## config.mk

```make
export PLATFORM = sky130hd
export DESIGN_NAME = dmrc_fifo
export DESIGN_NICKNAME = d
export VERILOG_FILES = /design/src/hw/rtl/direct_mapped_row_cache_tags_top_assert.svh /design/src/hw/rtl/dmrc_pkg.sv /design/src/hw/rtl/dmrc_fifo.sv
export SDC_FILE = /design/constraint.sdc
export NUM_CORES = 1
export LEC_CHECK = 0
export BUFFER_PORTS_ARGS = -buffer_cell sky130_fd_sc_hd__buf_2
export CORE_ASPECT_RATIO = 0.75
export CORE_MARGIN = 8
export CORE_UTILIZATION = 30
export DETAILED_ROUTE_END_ITERATION = 7
export PLACE_DENSITY_LB_ADDON = 0.2
export SYNTH_ARGS = -nofsm -noshare
export SYNTH_HDL_FRONTEND = slang
export SYNTH_SLANG_ARGS = --single-unit
export TNS_END_PERCENT = 5
```

## constraint.sdc

```tcl
create_clock -name clk -period 1.4 [get_ports clk]
set_input_delay 0.07 -clock clk [delete_from_list [all_inputs] [get_ports clk]]
set_output_delay 0.07 -clock clk [all_outputs]
set_load 0.01 [all_outputs]
```

## src/hw/rtl/direct_mapped_row_cache_tags_top_assert.svh

```systemverilog
// Assertion macros for the direct-mapped row cache tag controller.
// Used by direct_mapped_row_cache_tags_top; needs clk and rst_n in scope.
`ifndef DIRECT_MAPPED_ROW_CACHE_TAGS_TOP_ASSERT_SVH
`define DIRECT_MAPPED_ROW_CACHE_TAGS_TOP_ASSERT_SVH

// The condition must never hold outside reset.
`define DMRC_NEVER(lbl, cond, msg) \
  lbl: assert property (@(posedge clk) disable iff (!rst_n) !(cond)) else $error(msg);

// When the antecedent holds, the consequent holds in the same cycle.
`define DMRC_IMPLIES(lbl, ante, cons, msg) \
  lbl: assert property (@(posedge clk) disable iff (!rst_n) (ante) |-> (cons)) \
    else $error(msg);

`endif

```

## src/hw/rtl/dmrc_pkg.sv

```systemverilog
// Shared types and constants for the direct-mapped row cache tag controller.
// No dependencies; every other RTL module imports this package.
package dmrc_pkg;

  localparam int ROW_BITS   = 17;  // magnitude bits of a non-negative row id
  localparam int RID_W      = 18;  // signed row id width on the input
  localparam int OWN_W      = 18;  // owned range register width
  localparam int SLOT_OUT_W = 12;  // cache_slot field width
  localparam int TOTAL_W    = 32;  // hit and miss totals
  localparam int APB_W      = 32;
  localparam int PADDR_W    = 3;

  localparam logic [OWN_W-1:0] OWN_LOW_RST  = 18'd0;
  localparam logic [OWN_W-1:0] OWN_HIGH_RST = 18'd64640;

  // Register indexes, taken from paddr[2].
  localparam logic REG_OWN_LOW  = 1'b0;
  localparam logic REG_OWN_HIGH = 1'b1;

  // Operation codes on the input.
  localparam logic [1:0] OP_BEGIN  = 2'd0;
  localparam logic [1:0] OP_LOOKUP = 2'd1;
  localparam logic [1:0] OP_END    = 2'd2;

  // Result kinds.
  localparam logic [1:0] KIND_SKIP   = 2'd0;
  localparam logic [1:0] KIND_HIT    = 2'd1;
  localparam logic [1:0] KIND_MISS   = 2'd2;
  localparam logic [1:0] KIND_STATUS = 2'd3;

  // Command classes passed from the front to the back.
  localparam logic [1:0] CMD_SKIP   = 2'd0;
  localparam logic [1:0] CMD_LOOKUP = 2'd1;
  localparam logic [1:0] CMD_STATUS = 2'd2;
  localparam logic [1:0] CMD_COMMIT = 2'd3;

  // Bit positions in the sticky failure flags.
  localparam int FLG_CHANGED = 0;
  localparam int FLG_IO      = 1;

  typedef struct packed {
    logic [1:0]          cls;
    logic [ROW_BITS-1:0] id;
    logic                changed;
    logic                io;
    logic                poison;
  } cmd_t;

  typedef struct packed {
    logic clearing;
  } back_stat_t;

endpackage

```

## src/hw/rtl/dmrc_fifo.sv

```systemverilog
// Short command queue between the front end and the back end.
// Depends on dmrc_pkg for the command type.
module dmrc_fifo
  import dmrc_pkg::*;
#(
  parameter int DEPTH = 4
) (
  input  logic clk,
  input  logic rst_n,
  input  logic push,
  input  cmd_t push_cmd,
  output logic full,
  output logic head_v,
  output cmd_t head_cmd,
  input  logic pop
);

  localparam int PTR_W = (DEPTH > 1) ? $clog2(DEPTH) : 1;
  localparam int CNT_W = $clog2(DEPTH + 1);

  cmd_t             q_r [DEPTH];
  logic [PTR_W-1:0] wptr_r, rptr_r;
  logic [CNT_W-1:0] cnt_r, cnt_nxt;

  function automatic logic [PTR_W-1:0] bump(input logic [PTR_W-1:0] p);
    return (p == PTR_W'(DEPTH - 1)) ? '0 : p + PTR_W'(1);
  endfunction

  assign full     = (cnt_r == CNT_W'(DEPTH));
  assign head_v   = (cnt_r != '0);
  assign head_cmd = q_r[rptr_r];

  always_comb begin
    cnt_nxt = cnt_r;
    if (push && !pop) begin
      cnt_nxt = cnt_r + CNT_W'(1);
    end else if (pop && !push) begin
      cnt_nxt = cnt_r - CNT_W'(1);
    end
  end

  always_ff @(posedge clk) begin
    if (push) begin
      q_r[wptr_r] <= push_cmd;
    end
  end

  always_ff @(posedge clk) begin
    if (!rst_n) begin
      wptr_r <= '0;
      rptr_r <= '0;
      cnt_r  <= '0;
    end else begin
      if (push) begin
        wptr_r <= bump(wptr_r);
      end
      if (pop) begin
        rptr_r <= bump(rptr_r);
      end
      cnt_r <= cnt_nxt;
    end
  end

endmodule

```

==> results.md <==
- Fmax: 612 MHz
- Final nets: 287
- Total clock buffers created by CTS: 9
- Syn Nets: 191
- Worst slew pin tran: 0.214 ns
- GRT Residual Overflow: 0
- Worst rel slew slack: 85.8%
- Cell Rows: 34
- P&R area growth vs syn: 35.3%
- Period utilization: 117%
- Initial DRC count: 154
- Wire per inst: about 16 um
- Outcome: complete, but fails checks
- Netlist cell types: 21
- Placed insts: 382
- Number of synthesized register bits: 97
- Clock Tree Root: clkbuf_16
- Critical path arrival: 1.56 ns
- YS warnings: 0
- Hold WS: slightly above 0.04 ns
- WL final: 6.88 mm
- Largest net degree at the start of global routing: 23
- Critical path data required time: 1.33 ns
- Cells after Synth: between 150 and 200
- # setup viols final: 22
- Crit end category: primary output
- Pwr Density: 1300 nW/um^2
- Sequential fraction of the synthesis area: between 70% and 80%
- Initial Utilization: 31.1%
- First-pass GRT wire length: 10.9 mm
- Post-Layout Cell Count: 421
- Initial antenna violation count: 0
- GRT Resource Usage Total: 9.21%
- HPWL Detailed: 4.36 mm
- Die area: 15,900 um^2
- H-tree levels: 3
- PortBufs: 49
- DP Area: 4300 um^2
- Mapped Area: roughly 3600 um^2
- Proportion of layout cells with a drive suffix above 1: 41.3%
- Core area: 11,700 um^2
- Largest area contributor in the netlist: edfxtp_1
- Skew-Pair Late Insertion Delay: 0.33 ns
- Vias/cell: around 4.2
- Via count: about 1,800
- Setup ws final: -0.234 ns
- Finished Cell Area: 4920 um^2
- Worst Path Max Fanout: 10
- Leak pwr: 1.72 nW
- Die Y: between 100 and 150 um
- Max-Cap Viols: 0
- 1st-pass router iterations: 4
- RD Place Congestion: 0.690
- Final hold vios: 0
- Synth top area share: 72.7%
- Minimum clock period: 1.63 ns
- DRC Markers: 0
- Mean post-synth cell area: ~23 um^2
- CTS tree: done
- RSZ-0062 raised after global routing: true
- Worst vdd ir: 0.000716 V
- Hold WC Path Type: in2reg
- Post-CTS setup buffers: 0
- Crit path launch type: register
- Main area contributors after synthesis: edfxtp_1, mux4_2, dfxtp_1, ha_1, mux4_1
- Critical path class: reg2out
- Number of global-route vias before repair: 2,018
- Die width: 143 um
- Num Clock Sinks: 97
- CTS clk-pin slew, worst paths: 0.06 ns
- Failing checks: negative setup slack
- Number of diodes: 0
- Setup Skew: 0.00469 ns
- Clock Path Buffers: 2
- Max Slew Vio Count: 0
- Io pins: 50
- Post-route ant nets: 0
[timing repair]
item / CTS / global route
pin swaps: 0 / 2
resized for setup: 20 / 6
hold endpoints to repair: 88 / 0
setup endpoints to repair: 23 / 24
hold buffers: 22 / 0
gates cloned: 0 / 1
[synthesized netlist by cell type]
| library cell | number |
|---|---|
| xor2_1 | 1 |
| nor2_1 | 1 |
| and2_1 | 5 |
| fa_1 | 1 |
| inv_1 | 4 |
| buf_6 | 2 |
| ha_1 | 6 |
| o21a_1 | 1 |
| dfxtp_1 | 9 |
| mux4_1 | 2 |
| mux2i_1 | 4 |
| nor3_1 | 1 |
| a21boi_0 | 1 |
| nor2b_1 | 5 |
| or3_1 | 2 |
| edfxtp_1 | 88 |
| mux4_2 | 20 |
| xnor2_1 | 1 |
| nor3b_1 | 1 |
| buf_2 | 2 |
| o21ai_0 | 1 |
[power breakdown]
part	switching (mW)	internal, mW	leakage (nW)
registers	0.0475	3.31	0.884
logic	0.363	0.485	0.713
clock network	0.993	1.19	0.128
total	1.40	4.99	1.72
[final timing paths]
kind	slack (ns)	from	end	cells past startpoint
setup / recovery	-0.23	register	head_cmd[20]	3
hold / removal	0.04	rst_n	register	2
setup reg to reg	0.06	cnt_r[1]	cnt_r[2]	4
hold reg to reg	0.53	cnt_r[2]	cnt_r[2]	2
[logic make-up after synthesis]
| kind of cell | count (synthesis) | synth area share [%] |
|---|---|---|
| mux | 26 | 14.9 |
| compound gates | 3 | 0.550 |
| fa+ha+maj | 7 | 2.61 |
| buf+inv | 8 | 1.31 |
| xor+xnor | 2 | 0.482 |
| simple gates | 15 | 2.51 |
| flops | 97 | 77.6 |
[worst max-delay path: stages (launching register included)]
cell and delay, ns:
dfxtp_4 0.40, buf_12 0.16, mux4_2 0.53, buf_6 0.14
[placed cells by master (no fill, tap or decap), drive strengths merged, types with 5 or more instances in the layout]
master / count
clkbuf: 11
buf: 66
mux4: 22
dlygate4sd3: 22
and2: 5
dfxtp: 9
inv: 5
ha: 6
nor2b: 5
edfxtp: 88
[state kept, by name (all words and copies together) (netlist names), named ones only]
name and cells:
cnt_r 3, q_r 88, rptr_r 2, wptr_r 2
[final cells by class]
type	count	area, um^2
flip-flops and latches	97	2830
clock buffers	10	229
clock inverters	6	33.8
fillers	1048	6780
multi-input cells	53	763
inverters	4	15.0
repair buffers	89	850
well taps	162	203
[through the flow]
stage	setup WS, ns	utilization (%)	power (mW)	setup TNS (ns)
final	-0.234	42.1	6.39	-4.80
after CTS	-0.274	41.6	6.45	-5.12
after global placement	-0.0951	36.7	4.11	-0.0951
after floorplan	-0.0879	-	3.77	-5.43
after global routing	-0.302	42.1	6.69	-6.32
after detailed placement	-0.137	36.7	4.12	-0.137
[routing by layer]
layer	global-route usage, %	routed length [um]	up-vias
met5	0	0	-
met1	11.3	3170	875
met4	3.18	87	0
met3	4.14	440	8
met2	14.2	3180	43
li1	-	-	836
No activity file was read; power rests on OpenSTA's default activity.
