### src/hw/rtl/direct_mapped_row_cache_tags_top_assert.svh
// Assertion macros for the direct-mapped row cache tag controller.
// Used by direct_mapped_row_cache_tags_top; needs clk and rst_n in scope.
`ifndef DIRECT_MAPPED_ROW_CACHE_TAGS_TOP_ASSERT_SVH
`define DIRECT_MAPPED_ROW_CACHE_TAGS_TOP_ASSERT_SVH

// The condition must never hold outside reset.
`define DMRC_NEVER(lbl, cond, msg) \
  lbl: assert property (@(posedge clk) disable iff (!rst_n) !(cond)) else $error(msg);

// When the antecedent holds, the consequent holds in the same cycle.
`define DMRC_IMPLIES(lbl, ante, cons, msg) \
  lbl: assert property (@(posedge clk) disable iff (!rst_n) (ante) |-> (cons)) \
    else $error(msg);

`endif

### src/hw/rtl/dmrc_pkg.sv
// Shared types and constants for the direct-mapped row cache tag controller.
// No dependencies; every other RTL module imports this package.
package dmrc_pkg;

  localparam int ROW_BITS   = 17;  // magnitude bits of a non-negative row id
  localparam int RID_W      = 18;  // signed row id width on the input
  localparam int OWN_W      = 18;  // owned range register width
  localparam int SLOT_OUT_W = 12;  // cache_slot field width
  localparam int TOTAL_W    = 32;  // hit and miss totals
  localparam int APB_W      = 32;
  localparam int PADDR_W    = 3;

  localparam logic [OWN_W-1:0] OWN_LOW_RST  = 18'd0;
  localparam logic [OWN_W-1:0] OWN_HIGH_RST = 18'd64640;

  // Register indexes, taken from paddr[2].
  localparam logic REG_OWN_LOW  = 1'b0;
  localparam logic REG_OWN_HIGH = 1'b1;

  // Operation codes on the input.
  localparam logic [1:0] OP_BEGIN  = 2'd0;
  localparam logic [1:0] OP_LOOKUP = 2'd1;
  localparam logic [1:0] OP_END    = 2'd2;

  // Result kinds.
  localparam logic [1:0] KIND_SKIP   = 2'd0;
  localparam logic [1:0] KIND_HIT    = 2'd1;
  localparam logic [1:0] KIND_MISS   = 2'd2;
  localparam logic [1:0] KIND_STATUS = 2'd3;

  // Command classes passed from the front to the back.
  localparam logic [1:0] CMD_SKIP   = 2'd0;
  localparam logic [1:0] CMD_LOOKUP = 2'd1;
  localparam logic [1:0] CMD_STATUS = 2'd2;
  localparam logic [1:0] CMD_COMMIT = 2'd3;

  // Bit positions in the sticky failure flags.
  localparam int FLG_CHANGED = 0;
  localparam int FLG_IO      = 1;

  typedef struct packed {
    logic [1:0]          cls;
    logic [ROW_BITS-1:0] id;
    logic                changed;
    logic                io;
    logic                poison;
  } cmd_t;

  typedef struct packed {
    logic clearing;
  } back_stat_t;

endpackage

### src/hw/rtl/dmrc_front.sv
// Front end: accepts input words, tracks batch state and sticky flags,
// and turns each word into a command. Depends on dmrc_pkg.
module dmrc_front
  import dmrc_pkg::*;
#(
  parameter int BATCH_MAX = 256,
  parameter int ID_BITS   = 17
) (
  input  logic                    clk,
  input  logic                    rst_n,
  input  logic                    in_valid,
  output logic                    in_ready,
  input  logic [1:0]              in_operation,
  input  logic signed [RID_W-1:0] in_row_id,
  input  logic                    in_file_changed,
  input  logic                    in_read_failed,
  input  logic [OWN_W-1:0]        owned_low,
  input  logic [OWN_W-1:0]        owned_high,
  input  logic                    q_full,
  input  back_stat_t              back_stat,
  output logic                    push,
  output cmd_t                    push_cmd
);

  localparam int SEEN_W = $clog2(BATCH_MAX + 1);
  localparam int ID_W   = (ID_BITS < ROW_BITS) ? ID_BITS : ROW_BITS;

  logic [1:0]          flags_r, flags_nxt;
  logic                open_r, open_nxt;
  logic [SEEN_W-1:0]   seen_r, seen_nxt;
  logic [ROW_BITS-1:0] id17;
  logic                owned;
  logic                seen_full;
  logic [1:0]          merged;
  cmd_t                cmd;

  assign in_ready  = !q_full && !back_stat.clearing;
  assign push      = in_valid && in_ready;
  assign push_cmd  = cmd;
  assign id17      = in_row_id[ROW_BITS-1:0];
  assign seen_full = (seen_r >= SEEN_W'(BATCH_MAX));
  assign merged    = flags_r | {in_read_failed, in_file_changed};

  // Negative ids, ids too wide for the id space and ids outside the owned
  // window are all treated alike.
  assign owned = !in_row_id[RID_W-1] && ((id17 >> ID_W) == '0) &&
                 ({1'b0, id17} >= owned_low) && ({1'b0, id17} < owned_high);

  always_comb begin
    flags_nxt = flags_r;
    open_nxt  = open_r;
    seen_nxt  = seen_r;
    cmd       = '0;
    cmd.cls   = CMD_SKIP;
    cmd.id    = id17;
    case (in_operation)
      OP_BEGIN: begin
        cmd.cls = CMD_STATUS;
        if (flags_r != 2'b00) begin
          open_nxt   = 1'b0;
          cmd.poison = 1'b1;
        end else if (in_file_changed) begin
          flags_nxt              = 2'b00;
          flags_nxt[FLG_CHANGED] = 1'b1;
          open_nxt               = 1'b0;
          cmd.changed            = 1'b1;
        end else begin
          open_nxt = 1'b1;
          seen_nxt = '0;
        end
      end
      OP_LOOKUP: begin
        if (open_r && !seen_full) begin
          seen_nxt = seen_r + SEEN_W'(1);
          if (owned) begin
            cmd.cls = CMD_LOOKUP;
          end
        end
      end
      OP_END: begin
        if (open_r) begin
          flags_nxt   = merged;
          open_nxt    = 1'b0;
          seen_nxt    = '0;
          cmd.cls     = (merged == 2'b00) ? CMD_COMMIT : CMD_STATUS;
          cmd.changed = merged[FLG_CHANGED];
          cmd.io      = merged[FLG_IO];
        end else begin
          cmd.cls     = CMD_STATUS;
          cmd.changed = flags_r[FLG_CHANGED];
          cmd.io      = flags_r[FLG_IO];
        end
      end
      default: begin
      end
    endcase
  end

  always_ff @(posedge clk) begin
    if (!rst_n) begin
      flags_r <= 2'b00;
      open_r  <= 1'b0;
      seen_r  <= '0;
    end else if (push) begin
      flags_r <= flags_nxt;
      open_r  <= open_nxt;
      seen_r  <= seen_nxt;
    end
  end

endmodule

### config.mk
export PLATFORM = sky130hd
export DESIGN_NAME = dmrc_front
export DESIGN_NICKNAME = d
export VERILOG_FILES = /design/src/hw/rtl/direct_mapped_row_cache_tags_top_assert.svh /design/src/hw/rtl/dmrc_pkg.sv /design/src/hw/rtl/dmrc_front.sv
export SDC_FILE = /design/constraint.sdc
export NUM_CORES = 1
export LEC_CHECK = 0
export BUFFER_PORTS_ARGS = -buffer_cell sky130_fd_sc_hd__buf_2
export CORE_MARGIN = 2
export CORE_UTILIZATION = 41
export DETAILED_ROUTE_END_ITERATION = 8
export GPL_ROUTABILITY_DRIVEN = 0
export PLACE_DENSITY = 0.76
export SYNTH_ARGS = -nofsm -noshare
export SYNTH_HDL_FRONTEND = slang
export SYNTH_SLANG_ARGS = --single-unit
### constraint.sdc
create_clock -name clk -period 2 [get_ports clk]
set_clock_uncertainty 0.15 [all_clocks]
set_input_delay 0.1 -clock clk [delete_from_list [all_inputs] [get_ports clk]]
set_output_delay 0.1 -clock clk [all_outputs]
set_load 0.01 [all_outputs]
==> results list, run 1 <==
- The flow ran to the end, and the final reports show no timing, DRC or antenna violations.
- Flop2flop setup slack: 0.07 ns
- For the worst setup path, the data required time is 1.75 ns.
- Across the VDD grid, the largest voltage drop is 0.000374 V.
- In the routed design, unresolved DRC markers number 0.
- In this run the cell area measured after placement is 0.00197 mm2.
* Leading post-synthesis cells by cell area: sky130_fd_sc_hd__ha_1 (27%), sky130_fd_sc_hd__dfxtp_1 (15%), sky130_fd_sc_hd__inv_1 (9.2%)
- The initial utilization of the core area, before any placement, comes to 0.431.
* Clock-pin transition on the worst setup and hold timing paths: 0.05 ns
- The number of antenna violations at the first check in global routing came to 0.
- Share of the yosys chip area belonging to registers: 0.151
- The library cells used most frequently in the layout, excluding fill and tap cells, are sky130_fd_sc_hd__buf_2 (86), sky130_fd_sc_hd__inv_1 (38), sky130_fd_sc_hd__ha_1 (28).
- The number of nets in the synthesized netlist is 305.
- For this run, the number of Yosys warnings is 0.
* Endpoint kind of the worst setup timing path: output port
* First-pass GRT wire length: 5640 um
- Unrepaired setup endpoints after global routing: yes
* Library cells used by synthesis: 40
- Share of final-layout standard cells stronger than drive strength 1: 0.425
* Worst setup path category: in2out
- Pin count of the biggest net entering global routing: 12
* WHS Path Cells: 3
* Post-synthesis async set-or-reset flop share: 0
* CTS tree: yes
* Floorplan Core Area: 0.00369 mm2
* Die extent in x: 66.3 um
- Net Sw Power: 0.000229 W
- In the global route stage, met3 resource usage came out at 0.0136.
* DRC marker count from the first detailed-route iteration: 54
- Across all layers, the routed design uses 1,633 vias.
* Worst R2R Path Depth: 7
- Number of port buffers: 86
- Most common cell after layout, fill and taps aside: sky130_fd_sc_hd__buf_2
* Later-pin clock latency in the skew report: 0.24 ns
- Clock tree synthesis found a total of 12 sinks.
- Dividing the detail-routed wire length by the instance count gives 10.9 um.
- Count of final setup violators: 0
- Synthesized area per cell: 7.64 um2
- Max-cap violations: 0
- Overflow left after global routing: 0
- Cell area after layout: 0.00218 mm2
* Row count: 22
* Total internal power: 0.000517 W
- The repair_antennas step left the layout with diodes totalling 0.
* Final critical delay including setup and external delays: 1.95 ns
- Number of flops mapped to enable cells by yosys: 0
- After the last flow step, the layout net total stands at 386.
- 87 I/O pins were placed.
- At the pin with the least slew margin, the transition time is 0.345 ns.
- Clock root buffer: sky130_fd_sc_hd__clkbuf_8
- The area growth from synthesis to layout is 36.9%.
- After detailed routing, the number of vias per cell comes to 4.87.
* Netlist area before placement: 0.00159 mm2
* Overall Global Routing Usage: 0.158
- Share of power burned in the clock network: 0.288
- Most area-hungry cell type in the Yosys netlist: sky130_fd_sc_hd__ha_1
* Design Power: 0.000746 W
* Vertical extent of the die: 66.3 um
- The max-slew violation total from the final report was 0.
- The count of endpoints failing hold in the final timing report was 0.
- Portion of synthesized cell area occupied by the leading cell type: 0.268
* Worst Path Max Fanout: 3
* Antenna-violating nets left: 0
- No sink is reached through more buffers than the 2 on the longest clock path.
- CTS built an H-tree with a depth of 1.
- Sequential share of power: 0.322
- In the synthesized netlist the dominant register cell turns out to be sky130_fd_sc_hd__dfxtp_1.
- Met1 demand-to-capacity share in global routing: 0.186
- STA classifies the critical path startpoint as an input port.
- Gate power share: 0.390
- Power spread over the standard cell area amounts to 343 mW/mm2.
- Once detailed placement completed, the half-perimeter wirelength came to 2970 um.
- For met2 alone, demand over resource in global routing was 0.295.
- The pre-antenna-repair detailed-routing pass consisted of 4 iterations.
* Number of global-route vias before repair: 1,461
- In this run, CTS created clock tree buffers numbering 3.
- Dividing the final minimum period by the clock period gives 0.974.
- Summed over all cells, the static leakage comes to 1.19 nW.
- STA puts the critical path data arrival time at 1.70 ns.
- The path class of the tightest hold or removal check is in2reg.
* Worst-case headroom to the max-slew limit: 0.769
- Counting flops and latches in the post-synthesis netlist gives 12.
- Die area: 0.00439 mm2
- Net switching fraction of the power: 0.307
- For this block, the routed nets add up to 3650 um of wire.
* Number of cells produced by synthesis: 208
- The layer flagged by global routing as most heavily used is met2.
- Achievable clock frequency: 0.513 GHz
[cells by family after synthesis]
group | synth area share
flops | 0.151
buf+inv | 0.183
xor+xnor | 0.0331
mux | 0.0134
fa+ha+maj | 0.268
simple gates | 0.194
compound gates | 0.157
[worst max-delay path: stages]
cell	delay, ns
sky130_fd_sc_hd__buf_2	0.12
sky130_fd_sc_hd__ha_1	0.29
sky130_fd_sc_hd__nand4_1	0.18
sky130_fd_sc_hd__buf_4	0.14
sky130_fd_sc_hd__inv_1	0.03
sky130_fd_sc_hd__a2111oi_1	0.35
sky130_fd_sc_hd__o21ai_1	0.14
sky130_fd_sc_hd__a21oi_2	0.14
sky130_fd_sc_hd__o41ai_2	0.06
sky130_fd_sc_hd__buf_2	0.14
[metal layers]
layer  up-vias  routed length (um)
met5         -                   0
met4         0                  19
met3         2                 261
met2        56                1810
met1       713                1560
li1        862                   -
[synthesized netlist by cell type (all sizes together) (2+ instances only)]
| master | count |
|---|---|
| nor3 | 4 |
| nand2 | 6 |
| a21oi | 13 |
| nand3 | 4 |
| a41oi | 2 |
| nor2b | 4 |
| nand2b | 2 |
| and3 | 2 |
| a2111oi | 2 |
| ha | 34 |
| a211oi | 2 |
| nor2 | 18 |
| nand4 | 9 |
| dfxtp | 12 |
| xor2 | 5 |
| a31oi | 2 |
| o21ai | 8 |
| a21o | 6 |
| inv | 39 |
| buf | 19 |
[power groups by stage]
stage	Sequential [W]	Clock (W)	Combinational, W
3_3_place_gp	0.000246	0	0.000256
3_5_place_dp	0.000246	0	0.000260
6_report	0.000240	0.000215	0.000291
2_1_floorplan	0.000246	0	0.000164
4_1_cts	0.000241	0.000223	0.000276
5_1_grt	0.000240	0.000232	0.000338
[flip-flops by register name (all words and copies together) (netlist names)]
| signal | count |
|---|---|
| flags_r | 2 |
| seen_r | 9 |
| open_r | 1 |
[what timing repair did]
action | in CTS | in global routing
hold buffers | 1 | 0
setup endpoints to repair | 1 | 10
gates resized for setup | 10 | 17
hold endpoints to repair | 3 | 0
pin swaps | 5 | 10
setup buffers | 0 | 3
cloned | 0 | 1
[metrics by stage]
stage	TNS, ns	std cells	hold slack (ns)	worst slack (ns)	util
2_1_floorplan	0	208	0.0782	0.102	-
3_3_place_gp	0	327	0.227	0.0447	0.533
3_5_place_dp	0	327	0.230	0.0262	0.533
4_1_cts	0	331	0.0508	0.000625	0.563
5_1_grt	-0.0796	335	0.0758	-0.0337	0.590
6_report	0	335	0.0647	0.0515	0.590
[path summary, 6_finish.rpt]
| path | startpoint | to |
|---|---|---|
| worst max-delay path | in_row_id[6] | push_cmd[20] |
| worst min-delay path | in_read_failed | flags_r[1] |
| worst max register to register | flags_r[0] | seen_r[3] |
| worst min register to register | seen_r[8] | seen_r[8] |
[cell type report]
| cell class | instances | area (um2) |
|---|---|---|
| Inverter | 39 | 146 |
| Multi-Input combinational cell | 138 | 1180 |
| Tap cell | 48 | 60.1 |
| Timing Repair Buffer | 95 | 504 |
| Sequential cell | 12 | 246 |
| Clock buffer | 3 | 41.3 |
| Fill cell | 334 | 1510 |
No activity file was read; power rests on OpenSTA's default activity.
==> run 2, diff against run 1 <==
--- a/config.mk
+++ b/config.mk
@@ -6,11 +6,14 @@
 export NUM_CORES = 1
 export LEC_CHECK = 0
 export BUFFER_PORTS_ARGS = -buffer_cell sky130_fd_sc_hd__buf_2
+export CELL_PAD_IN_SITES_DETAIL_PLACEMENT = 1
+export CELL_PAD_IN_SITES_GLOBAL_PLACEMENT = 1
 export CORE_MARGIN = 2
-export CORE_UTILIZATION = 41
+export CORE_UTILIZATION = 28
 export DETAILED_ROUTE_END_ITERATION = 8
 export GPL_ROUTABILITY_DRIVEN = 0
-export PLACE_DENSITY = 0.76
+export PLACE_DENSITY = 0.75
+export REMOVE_ABC_BUFFERS = 1
 export SYNTH_ARGS = -nofsm -noshare
 export SYNTH_HDL_FRONTEND = slang
 export SYNTH_SLANG_ARGS = --single-unit
==> run 2 against run 1 <==
- power down 0.89%
- sequential share of layout area is essentially flat
- design area fell by 0.23%
- maximum frequency is 0.80% lower
- critical path type is now reg2out
- non-clock buffer count is 6 higher
- via count is 4.7% higher
- utilization decreased by 20 points
- critical path depth fell by 4
- register-to-register slack got worse by 0.03 ns
- first-iteration DRC count decreased by 57%
- final cell count is 9.0% higher
==> results list, run 2 (synthesized netlist as in run 1, its figures left out) <==
- Number of standard cells in the layout, taps in and fillers out: 365 (+9.0%)
* Design Power: 0.000740 W (-0.89%)
- Compared with the post-synthesis result, the final layout area differs by 36.6%.
- Setup repair after global routing could not meet its margin everywhere.
- Number of port buffers: 86 (unchanged)
- Flop2flop setup slack: 0.04 ns (-0.03 ns)
- Hold Path Sink: flags_r[0]
- The H-tree depth is 1 (unchanged).
- Share of final-layout standard cells stronger than drive strength 1: 0.410 (-0.0155)
- The count of unresolved DRC violations after routing was 0 (unchanged).
* First-pass iteration count of the detailed router: 3 (-1)
- The final wirelength came to 4380 um (+20%).
- Worst setup path category: reg2out
- The floorplan die width came to 79.3 um (+20%).
- Kind of start point of the critical path: flop
* Total placed cells including tap cells: 355 (+8.6%)
* Launch point of the worst hold path: in_file_changed
* Row count: 27 (+23%)
- The insertion delay to the later sink of the worst-skew pair was 0.24 ns (about the same).
* Pin count of the biggest net entering global routing: 9 (-3)
- Vertical extent of the die: 79.3 um (+20%)
- The final critical delay including setup and external delays was 1.96 ns (+0.0157 ns).
- The maximum net fanout on the critical path came to 4 (+1).
* Number of buffers on the longest clock path: 2 (unchanged)
- The flip-flop count of the largest register, all copies and words added came to 9 (unchanged).
* Floorplan Core Area: 0.00551 mm2 (+49%)
* Endpoint kind of the worst setup timing path: output port
- First-pass GRT wire length: 6930 um (+23%)
- Max-cap violations: 0 (unchanged)
- Register with the most flip-flops: seen_r
- Required time reported for the critical path endpoint: 1.75 ns (about the same)
- The post-detailed-route wirelength per cell came to 12.0 um (+10%).
- The overall fraction of global-route tracks in use was 0.134 (-0.0241).
* Effective utilization at floorplan: 0.289 (-0.142)
- Critical register-to-register path endpoint: seen_r[3]
* Die area: 0.00629 mm2 (+43%)
* WHS Path Cells: 3 (unchanged)
- Status: finished, final reports clean
- Number of antenna cells inserted: 0 (unchanged)
- The remaining global-route overflow came to 0 (unchanged).
- Antenna-violating nets left: 0 (unchanged)
- The cell count of the worst reg-to-reg path came to 7 (unchanged).
* DRC marker count from the first detailed-route iteration: 23 (-57%)
* Number of global-route vias before repair: 1,650 (+13%)
* Leak pwr: 1.22 nW (+2.6%)
* Startpoint of the worst-slack reg-to-reg timing path: flags_r[1]
* Clock-pin transition on the worst setup and hold timing paths: 0.05 ns (about the same)
* Transition time of the tightest slew-check pin: 0.299 ns (-0.0466 ns)
* Hold Fails Final Rpt: 0 (unchanged)
* Most common cell after layout, fill and taps aside: sky130_fd_sc_hd__buf_2
- The via total after detailed routing was 1,710 (+4.7%).
- Num CTS Buffers: 3 (unchanged)
* Number of nets in the layout: 392 (+1.6%)
* CTS tree: yes
- The count of pins on the block boundary was 87 (unchanged).
* Post-route fraction of the period consumed by the critical path: 0.982 (+0.00785)
* Detail-routed via count per cell: 4.68 (-3.9%)
- Initial antenna violation count: 0 (unchanged)
- Achievable clock frequency: 0.509 GHz (-0.80%)
- The setup total negative slack is 0 ns (unchanged).
- Largest registers: seen_r (9), flags_r (2), open_r (1)
* Worst EP arrival: 1.71 ns (about the same)
- The worst vdd rail ir drop came to 0.000345 V (-7.7%).
- The power density of the placed cells came to 341 mW/mm2 (-0.67%).
- Final count of pins violating max slew: 0 (unchanged)
- The relative slew slack is 0.799 (+0.0303).
- The root buffer cell chosen for the clock tree is sky130_fd_sc_hd__clkbuf_8.
- Worst hold path class: in2reg
- HPWL after detailed placement: 3830 um (+29%)
- The library cells used most frequently in the layout, excluding fill and tap cells, are sky130_fd_sc_hd__buf_2 (86), sky130_fd_sc_hd__inv_1 (38), sky130_fd_sc_hd__ha_1 (34).
- The number of endpoints failing setup at the final stage was 0 (unchanged).
- Sinks on the clock net: 12 (unchanged)
[run 2: metal layers]
metal	global-route usage	wire, um	vias to the layer above
met3	0.00682	277	3
li1	-	-	879
met4	0.0362	33	0
met5	0	0	-
met2	0.250	2130	62
met1	0.167	1940	766
[run 2: how the worst max path moves through the flow]
stage,cells after the start,end,startpoint,slack (ns)
final,6,push_cmd[20],open_r,0.04
after global placement,9,push_cmd[20],in_row_id[7],-0.01
after global routing,9,push_cmd[20],in_row_id[11],-0.12
after CTS,9,push_cmd[20],in_row_id[11],-0.08
after detailed placement,10,push_cmd[20],owned_low[5],-0.07
after floorplan,6,seen_r[5],flags_r[1],0.002
[run 2: cell type report]
| cell class | instances | area (um2) |
|---|---|---|
| repair buffers | 101 | 553 |
| fillers | 730 | 3340 |
| flip-flops and latches | 12 | 245 |
| multi-input cells | 138 | 1090 |
| clock buffers | 3 | 41.3 |
| inverters | 39 | 146 |
| well taps | 72 | 90.1 |
[run 2: critical path: stages, from the launching register on]
cell and delay, ns:
sky130_fd_sc_hd__dfxtp_4 0.35, sky130_fd_sc_hd__inv_2 0.04, sky130_fd_sc_hd__or3_4 0.39, sky130_fd_sc_hd__nor2_2 0.08
sky130_fd_sc_hd__o21ai_1 0.08, sky130_fd_sc_hd__o41ai_2 0.35, sky130_fd_sc_hd__buf_2 0.19
[run 2: repair_timing]
item / 4_1_cts / 5_1_grt
setup endpoints to repair: 2 / 8
hold buffers: 1 / 0
gates resized for setup: 8 / 11
gates cloned: 1 / 0
pin swaps: 4 / 8
buffers inserted: 2 / 3
endpoints found under the hold margin: 1 / 0
[run 2: metrics by stage]
step / setup slack, ns / area [um2] / util / hold slack (ns)
6_report: 0.0358 / 2170 / 0.394 / 0.0607
5_1_grt: -0.122 / 2170 / 0.394 / 0.0963
4_1_cts: -0.0789 / 2120 / 0.386 / 0.0626
3_5_place_dp: -0.0660 / 2030 / 0.368 / 0.246
3_3_place_gp: -0.0107 / 2030 / 0.368 / 0.235
2_1_floorplan: 0.00235 / 1450 / - / 0.0500
[run 2: where the power goes]
group | leakage (nW) | switching, W | internal [W]
clock network | 0.0216 | 0.0000819 | 0.000132
registers | 0.0980 | 0.000000897 | 0.000239
logic | 1.10 | 0.000145 | 0.000140
==> run 3, diff against run 2 <==
--- a/config.mk
+++ b/config.mk
@@ -9,10 +9,10 @@
 export CELL_PAD_IN_SITES_DETAIL_PLACEMENT = 1
 export CELL_PAD_IN_SITES_GLOBAL_PLACEMENT = 1
 export CORE_MARGIN = 2
-export CORE_UTILIZATION = 28
+export CORE_UTILIZATION = 33
 export DETAILED_ROUTE_END_ITERATION = 8
 export GPL_ROUTABILITY_DRIVEN = 0
-export PLACE_DENSITY = 0.75
+export PLACE_DENSITY = 0.83
 export REMOVE_ABC_BUFFERS = 1
 export SYNTH_ARGS = -nofsm -noshare
 export SYNTH_HDL_FRONTEND = slang
==> constraint.sdc (replaced) <==
create_clock -name clk -period 2.5 [get_ports clk]
set_clock_uncertainty 0.15 [all_clocks]
set_input_delay 0.125 -clock clk [delete_from_list [all_inputs] [get_ports clk]]
set_output_delay 0.125 -clock clk [all_outputs]
set_load 0.01 [all_outputs]
==> run 3 against run 2 <==
- power down 15%
- final cell count is 8.8% lower
- wire length fell by 2.1%
- clock power is essentially flat
- utilization rose by 3.2 points
- global-route usage rose by 2.1 points
- clock-buffer cell count rose by 1
- highest routed layer unchanged
==> results list, run 3 (synthesized netlist as in run 1, its figures left out) <==
- The worst register-to-register path begins at flags_r[1].
- In the finished design, the share of the clock period the worst path needs comes to 0.894.
- The worst-case hold slack is 0.0132 ns (-0.0475 ns).
* Effective utilization at floorplan: 0.339 (+0.0501)
- The remaining global-route overflow was 0 (unchanged).
* Design Power: 0.000626 W (-15%)
- Sinks on the clock net: 12 (unchanged)
- The detailed placement HPWL came to 3770 um (-1.6%).
* Number of global-route vias before repair: 1,632 (-1.1%)
* Die extent in x: 73.4 um (-7.5%)
* CTS tree: yes
- VDD IR max: 0.000326 V (-5.6%)
- The signal on the critical path passes through or4_1, a21o_1, a21oi_2, o21ai_0, a32oi_1, nor2b_1.
* Max reg flops: 9 (unchanged)
- The pin count of the biggest net entering global routing is 12 (+3).
- Number of standard cells in the layout, taps in and fillers out: 333 (-8.8%)
- Final total negative setup slack: 0 ns (unchanged)
* Launch point of the worst hold path: rst_n
* Worst-case headroom to the max-slew limit: 0.661 (-0.138)
- The fraction of final layout cells with drive strength greater than 1 was 0.348 (-0.0619).
- For the finished layout, the period the worst path requires is 2.23 ns.
* Highest-count cells in the layout ignoring fill and taps: sky130_fd_sc_hd__buf_2 (86), sky130_fd_sc_hd__inv_1 (39), sky130_fd_sc_hd__ha_1 (34)
- Post CTS Setup Buffer Count: 0 (-2)
- The run finished with clean final reports.
- Among cell families on the critical path, the largest total delay comes from compound AO/OA/AOI/OAI gates.
- Worst Path Max Fanout: 11 (+7)
- The number of search-and-repair iterations in the first detailed-routing pass was 4 (+1).
* Fill cell count: 634 (-13%)
- Worst setup path category: reg2reg
* Power Density: 313 mW/mm2 (-8.0%)
- Largest registers: seen_r (9), flags_r (2), open_r (1)
- The deepest clock path buffer count came to 2 (unchanged).
- Endpoint kind of the worst setup timing path: flop
* Number of antenna cells inserted: 0 (unchanged)
- Static timing analysis puts the maximum clock frequency at 0.448 GHz.
* Worst path slowest cell: sky130_fd_sc_hd__or4_1
* Num CTS Buffers: 3 (unchanged)
* Vertical extent of the die: 73.4 um (-7.5%)
- Count of final setup violators: 0 (unchanged)
- Kind of start point of the critical path: flop
* Area growth from synthesis to final layout: 25.7%
- The maximum single-stage delay on the critical path was 0.56 ns (+0.17 ns).
* Worst setup path start: flags_r[1]
- Leaving out fill and tap cells, the most frequent cell in the layout is sky130_fd_sc_hd__buf_2.
* Worst hold path class: in2reg
- Final count of pins violating max slew: 0 (unchanged)
* First-pass GRT wire length: 6720 um (-3.1%)
- Cts-stage hold buffer count: 0 (-1)
* Worst EP arrival: 2.22 ns (+0.51 ns)
- The slew at the pin closest to its max-slew limit came to 0.508 ns (+0.209 ns).
- Floorplan Core Area: 0.00469 mm2 (-15%)
* Unrepaired setup endpoints after global routing: no
* Hold Fails Final Rpt: 0 (unchanged)
* Post-cts repair resize count: 0 (-8)
- The required time at the endpoint of the critical path was 2.48 ns (+0.73 ns).
- The count of pins on the block boundary is 87 (unchanged).
- The max capacitance violation total came to 0 (unchanged).
* Clock-pin transition on the worst setup and hold timing paths: 0.05 ns (about the same)
- The overall fraction of global-route tracks in use is 0.155 (+0.0206).
- The placement row count is 25 (-7.4%).
* DRC violation count after routing: 0 (unchanged)
- The number of buffer cells added on primary ports was 86 (unchanged).
- seen_r holds more flip-flops than any other register.
* Combined buffer and inverter count along the critical path: 0 (-2)
- The average vias per placed instance came to 5.02 (+7.0%).
- DRC marker count from the first detailed-route iteration: 19 (-17%)
- # H-tree levels: 1 (unchanged)
- The final wirelength is 4290 um (-2.1%).
* Total placed cells including tap cells: 329 (-7.3%)
- The via total after detailed routing was 1,670 (-2.3%).
* Number of nets in the layout: 377 (-3.8%)
* Die area: 0.00539 mm2 (-14%)
* Per-cell routed wire length: 12.9 um (+7.3%)
* Initial antenna violation count: 0 (unchanged)
- Later-pin clock latency in the skew report: 0.24 ns (about the same)
- Antenna-violating nets left: 0 (unchanged)
- Leak pwr: 1.14 nW (-6.7%)
* Clock root buffer: sky130_fd_sc_hd__clkbuf_8
## run 3: per-layer routing
layer,track usage,vias to the layer above,wire [um]
met3,0.0219,5,238
met4,0.0303,0,40
met2,0.298,58,2110
li1,-,844,-
met5,0,-,0
met1,0.181,763,1900
## run 3: final cells by class
cell class                      instances  area [um2]  share of cell area
Clock buffer                            4        55.1              0.0276
Inverter                               39         146              0.0733
Multi-Input combinational cell        138        1060               0.530
Sequential cell                        12         240               0.120
Tap cell                               54        67.6              0.0338
Timing Repair Buffer                   86         430               0.215
## run 3: worst paths after layout
kind	to	slack [ns]	cells after the start
hold / removal	seen_r[2]	0.01	2
setup reg to reg	seen_r[2]	0.27	6
hold reg to reg	seen_r[8]	0.33	2
setup / recovery	seen_r[2]	0.27	6
## run 3: where the power goes
part           switching [W]  internal (W)  total (W)
clock network      0.0000771      0.000139   0.000217
logic               0.000113      0.000104   0.000217
registers        0.000000901      0.000192   0.000193
total               0.000191      0.000435   0.000626
## run 3: through the flow
stage	cell area [um2]	util	worst slack, ns
after floorplan	1450	-	0.502
after global placement	1940	0.414	0.368
after detailed placement	1940	0.414	0.304
after CTS	2000	0.426	0.263
after global routing	2000	0.426	0.135
final	2000	0.426	0.266
